===== src/rtl/dsc_pkg.sv =====
// Shared types and constants for the distinct subsequence counter.
`default_nettype none

package dsc_pkg;

   // Field widths.
   localparam int LIMB_W = 14;
   localparam int CHAR_W = 8;
   localparam int CMD_W  = 2;
   localparam int SUM_W  = LIMB_W + 1;

   // One decimal limb holds 0 to 9999.
   localparam logic [SUM_W-1:0] LIMB_BASE = 15'd10000;

   // Command codes of a request beat.
   localparam logic [CMD_W-1:0] CMD_CLEAR  = 2'd0;
   localparam logic [CMD_W-1:0] CMD_APPEND = 2'd1;
   localparam logic [CMD_W-1:0] CMD_TEXT   = 2'd2;
   localparam logic [CMD_W-1:0] CMD_FINISH = 2'd3;

   // Request beat.
   typedef struct packed {
      logic [CMD_W-1:0]  cmd;
      logic [CHAR_W-1:0] ch;
   } dsc_req_type;

   // Response beat.
   typedef struct packed {
      logic [LIMB_W-1:0] limb;
      logic              last;
   } dsc_rsp_type;

   // Controls broadcast from the sequencer to every cell.
   typedef struct packed {
      logic              clear;
      logic              text_step;
      logic              first;
      logic              back_step;
      logic [CHAR_W-1:0] ch;
   } dsc_ctl_type;

endpackage

`default_nettype wire


===== src/rtl/dsc_cell.sv =====
// One pattern cell: a pattern character and its prefix count as a ring of decimal limbs.
`default_nettype none

module dsc_cell
   import dsc_pkg::*;
#(
   parameter int LIMBS = 30
) (
   input  wire logic              clock,
   input  wire logic              reset,
   input  wire dsc_ctl_type       ctl,
   input  wire logic              load,
   input  wire logic [LIMB_W-1:0] prev_limb,
   output logic      [LIMB_W-1:0] head_limb,
   output logic      [LIMB_W-1:0] top_limb
);

   logic [LIMB_W-1:0] limbs_ff [LIMBS];
   logic [LIMB_W-1:0] limbs_in [LIMBS];
   logic [CHAR_W-1:0] char_ff;
   logic [CHAR_W-1:0] char_in;
   logic              carry_ff;
   logic              carry_in;
   logic              vld_ff;
   logic              vld_in;

   logic              match;
   logic [LIMB_W-1:0] addend;
   logic              carry_use;
   logic [SUM_W-1:0]  sum;
   logic              wrap;
   logic [LIMB_W-1:0] new_limb;

   // The neighbor always sees the registered head limb of this ring, the limb of the current step.
   assign head_limb = limbs_ff[0];
   assign top_limb  = limbs_ff[LIMBS-1];

   // Limb adder: own limb plus the neighbor's limb on a character match.
   always_comb begin
      match     = vld_ff && (char_ff == ctl.ch);
      addend    = match ? prev_limb : '0;
      carry_use = ctl.first ? 1'b0 : carry_ff;
      sum       = {1'b0, limbs_ff[0]} + {1'b0, addend} + SUM_W'(carry_use);
      wrap      = (sum >= LIMB_BASE);
      new_limb  = wrap ? LIMB_W'(sum - LIMB_BASE) : sum[LIMB_W-1:0];
   end

   // Ring update: cleared on load, forward while adding, backward while reading out.
   always_comb begin
      limbs_in = limbs_ff;
      if (load) begin
         for (int i = 0; i < LIMBS; i++) begin
            limbs_in[i] = '0;
         end
      end else if (ctl.text_step) begin
         for (int i = 0; i < LIMBS - 1; i++) begin
            limbs_in[i] = limbs_ff[i+1];
         end
         limbs_in[LIMBS-1] = new_limb;
      end else if (ctl.back_step) begin
         for (int i = 1; i < LIMBS; i++) begin
            limbs_in[i] = limbs_ff[i-1];
         end
         limbs_in[0] = limbs_ff[LIMBS-1];
      end
   end

   // Character, carry and valid flag.
   always_comb begin
      char_in  = load ? ctl.ch : char_ff;
      carry_in = ctl.text_step ? wrap : carry_ff;
      vld_in   = vld_ff;
      if (ctl.clear) begin
         vld_in = 1'b0;
      end else if (load) begin
         vld_in = 1'b1;
      end
   end

   // Payload registers.
   always_ff @(posedge clock) begin
      limbs_ff <= limbs_in;
      char_ff  <= char_in;
      carry_ff <= carry_in;
   end

   // Control register.
   always_ff @(posedge clock) begin
      if (reset) begin
         vld_ff <= 1'b0;
      end else begin
         vld_ff <= vld_in;
      end
   end

endmodule

`default_nettype wire

===== config.mk =====
export PLATFORM = sky130hd
export DESIGN_NAME = dsc_cell
export DESIGN_NICKNAME = d
export VERILOG_FILES = /design/src/rtl/dsc_pkg.sv /design/src/rtl/dsc_cell.sv
export SDC_FILE = /design/constraint.sdc
export NUM_CORES = 1
export LEC_CHECK = 0
export BUFFER_PORTS_ARGS = -buffer_cell sky130_fd_sc_hd__buf_4
export CAP_MARGIN = 5
export CORE_UTILIZATION = 45
export CTS_CLUSTER_SIZE = 20
export DETAILED_ROUTE_END_ITERATION = 6
export PLACE_DENSITY = 0.72
export SKIP_CTS_REPAIR_TIMING = 1
export SLEW_MARGIN = 25
export SYNTH_ARGS = -nofsm -noshare
export SYNTH_HDL_FRONTEND = slang
export SYNTH_SLANG_ARGS = --single-unit
export TNS_END_PERCENT = 1

===== constraint.sdc =====
create_clock -name clock -period 6 [get_ports clock]
set_input_delay 0.6 -clock clock [delete_from_list [all_inputs] [get_ports clock]]
set_output_delay 0.6 -clock clock [all_outputs]
set_load 0.02 [all_outputs]

Word level (Yosys, flattened, before mapping)
Cells that the tools add are included.

word-level totals
  logic and storage cells = 46
  input port bits = 29
  latch bits = 0
  register bits after elaboration = 430
  memories kept = 0
  output and inout bits = 28
  RAM bits = 0
  memory bits (read-only) = 0

operators by class
  shift-type cells = 0
  magnitude comparators = 1
  bitwise gates (word level) = 0
  reduce and logical (&&, ||, !) cells = 3
  $mul = 0
  multiplexer cells = 5
  add/sub/neg operators = 3
  divide/modulo/power cells = 0
  equality and inequality tests = 1

operators by type and width
  cell                                                                     number
  420-bit 2-to-1 mux                                                       2
  14-bit 2-to-1 mux                                                        2
  14-bit by 14-bit adder with 15-bit output                                1
  15-bit by 1-bit adder with 15-bit output                                 1
  15-bit by 14-bit >= comparator with 1-bit output, second input constant  1
  14-bit subtractor, second input constant                                 1
  8-bit == test                                                            1
  2-bit nonzero test                                                       1
  2-bit OR reduction                                                       1
  1-bit logical AND                                                        1
  1-bit 2-to-1 mux                                                         1

Longest topological paths before layout
  depth in word-level cells = 8
  gate-level depth with buffers = 23
  mapped depth without buffers = 21

Least setup slack after synthesis
No wires, ideal clock.

  kind = input port to flip-flop
  from = input port ctl[4] in the netlist's numbering
  to = register limbs_ff (netlist bit top_limb[11])
  required time = 5.909 ns
  setup slack = 1.109 ns
  setup time = 0.091 ns
  arrival time = 4.800 ns
  stages on the path = 22
  path buffers = 2
  cells stage by stage = xor2_1 > nor4_1 > nand3_1 > nor4_1 > clkbuf_1 > nand2_1 > fa_1 > fa_1 > and2b_1 > o21a_1 > or3_1 > and2_1 > ha_1 > nand3_1 > nor2_1 > o21ai_0 > a311oi_1 > nand4b_1 > and3_4 > buf_6 > or3_1 > a311oi_1

between the ends
  word-level cells in the longest chain between the ends = 8
  elaborated cells between the ends (all ways) = 9
  classes of those cells = add/sub: 3; order compare: 1; eq/ne: 1; mux: 3; reduce/logical: 1

RTL lines
  item                                                                                   line                            source
  from (decl)                                                                            dsc_cell.sv:11                  input wire dsc_ctl_type ctl,
  8-bit == test *                                                                        dsc_cell.sv:40                  match = vld_ff && (char_ff == ctl.ch);
  1-bit logical AND *                                                                    dsc_cell.sv:40
  14-bit 2-to-1 mux *                                                                    dsc_cell.sv:41                  addend = match ? prev_limb : '0;
  14-bit by 14-bit adder with 15-bit output *                                            dsc_cell.sv:43                  sum = {1'b0, limbs_ff[0]} + {1'b0, addend} + SUM_W'(carry_use);
  15-bit by 1-bit adder with 15-bit output *                                             dsc_cell.sv:43
  14-bit subtractor or 15-bit by 14-bit >= comparator with 1-bit output (tied branches)  dsc_cell.sv:45, dsc_cell.sv:44
  14-bit 2-to-1 mux *                                                                    dsc_cell.sv:45                  new_limb = wrap ? LIMB_W'(sum - LIMB_BASE) : sum[LIMB_W-1:0];
  420-bit 2-to-1 mux *                                                                   dsc_cell.sv:55                  end else if (ctl.text_step) begin
  to (signal assigned)                                                                   dsc_cell.sv:82                  limbs_ff <= limbs_in;
  to (decl)                                                                              dsc_cell.sv:18                  logic [LIMB_W-1:0] limbs_ff [LIMBS];

Mark *: on every way between the ends. The rest lies on a longest branch, timed or not.
A chain may end at the register's enable or synchronous reset.

Worst setup path in the final report
  from = register char_ff[4]
  to = register limbs_ff (netlist bit top_limb[8])

between the ends
  word-level cells in the longest chain between the ends = 8
  elaborated cells between the ends (all ways) = 9
  classes of those cells = add/sub: 3; order compare: 1; eq/ne: 1; mux: 3; reduce/logical: 1

RTL lines
  item                                                                                   line                            source
  from (decl)                                                                            dsc_cell.sv:20                  logic [CHAR_W-1:0] char_ff;
  from (signal assigned)                                                                 dsc_cell.sv:83                  char_ff <= char_in;
  8-bit == test *                                                                        dsc_cell.sv:40
  1-bit logical AND *                                                                    dsc_cell.sv:40
  14-bit 2-to-1 mux *                                                                    dsc_cell.sv:41
  14-bit by 14-bit adder with 15-bit output *                                            dsc_cell.sv:43
  15-bit by 1-bit adder with 15-bit output *                                             dsc_cell.sv:43
  14-bit subtractor or 15-bit by 14-bit >= comparator with 1-bit output (tied branches)  dsc_cell.sv:45, dsc_cell.sv:44
  14-bit 2-to-1 mux *                                                                    dsc_cell.sv:45
  420-bit 2-to-1 mux *                                                                   dsc_cell.sv:55

Marked as above.

==> results.sh <==
export IMPL_design_die_area_um2=46300
export IMPL_static_leakage_power_nw=9.45
export IMPL_yosys_cell_count_top_type="nor2_1"
export IMPL_remaining_global_route_overflow=0
export IMPL_design_core_area_um2=44500
export IMPL_chipWidth_um=215
export IMPL_p_int_mw=4.69
export IMPL_cts_made_buffers=44
export IMPL_ys_top_cells_by_count="823 x nor2_1, 421 x dfxtp_1, 417 x a21oi_1, 415 x mux2i_1, 141 x clkbuf_1"
export IMPL_dpl_instance_area_um2=20800
export IMPL_tritoncts="yes"
export IMPL_worst_hold_path_type="in2reg"
export IMPL_site_rows=77
export IMPL_syn_cell_area_um2=20400
export IMPL_final_nets=2436
export IMPL_grt_antenna_before_repair=1
export IMPL_synth_seq_cells=430
export IMPL_register_area_um2=8700
export IMPL_postSynthNetCount=2541
export IMPL_layoutNonFillerInstCount=3016
export IMPL_finalSetupViolCount=0
export IMPL_share_of_async_settable_or_async_resettable_flops_after_synthesis_pct=0
export IMPL_chipHeight_um=215
export IMPL_hpwlAfterDp_mm=22.4
export IMPL_final_max_slew_viol_count=0
export IMPL_first_global_vias=13900
export IMPL_worst_clock_skew_ps=18.1
export IMPL_post_place_ws_ps=737
export IMPL_port_buffer_count=56
export IMPL_synth_area_top_cells="dfxtp_1 41%, mux2i_1 20%, nor2_1 15%, a21oi_1 10%, clkbuf_1 2.6%"
export IMPL_timing_critical_path_from_type="flop"
export IMPL_power_ir_vdd_worst_uv=187
export IMPL_timing_setup_tns_ps=0
export IMPL_power_share_sequential_pct=47.7
export IMPL_largest_net_degree_at_the_start_of_global_routing=296
export IMPL_worst_slew_pin_slew_ps=1100
export IMPL_cts_max_level=2
export IMPL_status="finished clean"
export IMPL_initial_utilization_pct=45.9
export IMPL_cp_data_arrival_time_ps=5370
export IMPL_synth_largest_type_area_fraction_pct=41.2
export IMPL_postRouteWirelength_mm=37.9
export IMPL_final_core_util_pct=50.3
export IMPL_yosysTopAreaCell="dfxtp_1"
export IMPL_power_share_combinational_pct=5.5
export IMPL_final_critical_path_setup_slack_ps=1090
export IMPL_drt_antenna_violating_nets=0
export IMPL_grt_use_total_pct=16.0
export IMPL_fillers=4143
export IMPL_worstSkewPairLatency_ps=560
export IMPL_multi_input_comb_area_um2=10700
export IMPL_synth_main_ff_cell="dfxtp_1"
export IMPL_p_total_mw=6.07
export IMPL_power_density_nw_per_um2=271
export IMPL_drt_vias_per_instance=5.15
export IMPL_timing_max_cap_violations=0
export IMPL_tritoncts_num_sinks=430
export IMPL_hold_viol_final=0
export IMPL_avgSynthCellArea_um2=8.19
export IMPL_timing_critical_path_required_ps=6450
export IMPL_p_sw_share_pct=22.7
export IMPL_clock_root_buffer="clkbuf_16"
export IMPL_insertedDiodeCount=0
export IMPL_first_pass_grt_wire_length_mm=64.9
export IMPL_post_synth_inst_count=2495
export IMPL_rsz_0062_raised_after_global_routing="no"
export IMPL_vias=15500
export IMPL_post_route_cells_drive_above_1_share_pct=6.52
export IMPL_num_io_pins=57
export IMPL_synth_warnings=0
export IMPL_fmax_mhz=204
export IMPL_worst_setup_path_type="reg2reg"
export IMPL_area_growth_syn_to_layout_pct=9.55
export IMPL_cts_root_to_sink_buffers=3
export IMPL_first_iter_violations=1183
export IMPL_dpl_cells=2935
export IMPL_postLayoutCellArea_um2=22400
export IMPL_crit_path_end_kind="flop"
export IMPL_fin_crit_ps=4910
export IMPL_crit_path_max_fanout=11
export IMPL_drt_pass1_iter_count=5
export IMPL_place_congestion=0.819
export IMPL_worst_setup_hold_path_clk_slew_ps=70
export IMPL_post_route_fraction_of_the_period_consumed_by_the_critical_path_pct=81.9
export IMPL_hold_worst_slack_ps=203
export IMPL_synth_seq_area_share_pct=42.6
export IMPL_synth_distinct_cells=65
export IMPL_netSwitchingPower_mw=1.37
export IMPL_power_frac_clock_pct=46.8
export IMPL_detail_route_wl_per_cell_um=12.6
export IMPL_drc=0
export IMPL_slew_headroom_pct=26.5
export IMPL_synth_enable_flop_cells=9
==> per-layer routing <==
layer	vias up	global-route usage [%]	routed length, um
li1	8192	-	-
met1	7103	21.4	19100
met2	181	26.7	16800
met3	61	2.49	1190
met4	0	4.61	817
met5	-	0	0
==> area by class of cell <==
| class | count | area share (%) |
|---|---|---|
| Clock buffer | 61 | 5.84 |
| Clock inverter | 19 | 1.02 |
| Inverter | 11 | 0.184 |
| Multi-Input combinational cell | 1834 | 47.9 |
| Sequential cell | 430 | 38.9 |
| Tap cell | 592 | 3.31 |
| Timing Repair Buffer | 69 | 2.86 |
==> worst max-delay path, cell delays in order (launching register included) <==
cell	delay (ps)
edfxtp_1	380
xor2_1	150
nor4_1	270
nand3_1	120
nor4_2	350
nand2_1	160
fa_1	460
fa_1	420
and2b_1	260
o21a_1	120
or3_1	110
and2_1	180
ha_1	170
nand3_1	70
nor2_1	80
o21ai_0	120
a311oi_1	330
nand4b_1	180
and3_4	260
or3_1	360
a311oi_1	260
==> cell families (layout without fill, tap and decap cells) <==
kind of cell               count (synthesis)  after routing  share of synthesized area (%)
and+or+nand+nor                          898            898                           17.3
AOI/OAI and AO/OA                        489            489                           13.1
DFF                                      430            430                           42.6
muxes                                    415            415                           20.3
buffers and inverters                    231            160                           4.95
adders and majority gates                 17             17                           1.11
xor gates and xnor gates                  15             15                          0.643
==> path summary, 6_finish.rpt <==
kind,endpoint,slack (ps),depth (start not counted),startpoint
setup / recovery,top_limb[8],1090,20,char_ff[4]
hold / removal,vld_ff,200,2,reset
setup reg to reg,top_limb[8],1090,20,char_ff[4]
hold reg to reg,limbs_ff[370],490,2,limbs_ff[356]
==> placed cells by master (no fill, tap or decap), types with 4 or more instances in the layout <==
cell       count
nor2_1       823
dfxtp_1      421
a21oi_1      417
mux2i_1      415
buf_4         58
clkbuf_16     45
a211oi_1      16
and2_1        15
ha_1          15
clkbuf_8      12
clkinv_2      11
inv_1         10
nor2b_1       10
nor3_1        10
xor2_1         9
nand2_1        9
o21ai_0        9
or3_1          9
edfxtp_1       9
xnor2_1        6
o21a_1         6
buf_12         6
a21o_1         5
a311oi_1       5
nand3_1        4
bufinv_16      4
clkbuf_1       4
==> registers in the layout, summed over array words and instances (netlist names) <==
signal and flops:
char_ff 8, top_limb 14, head_limb 14, carry_ff 1, vld_ff 1, limbs_ff 392
==> power by group through the flow <==
stage | registers [mW] | logic, mW | clock network, mW
2_1_floorplan | 2.95 | 0.280 | 0
6_report | 2.90 | 0.331 | 2.84
5_1_grt | 2.90 | 0.359 | 3.03
3_3_place_gp | 2.96 | 0.326 | 0
3_5_place_dp | 2.96 | 0.329 | 0
4_1_cts | 2.90 | 0.329 | 2.92
Note: power is estimated with default switching activity, not from simulation.
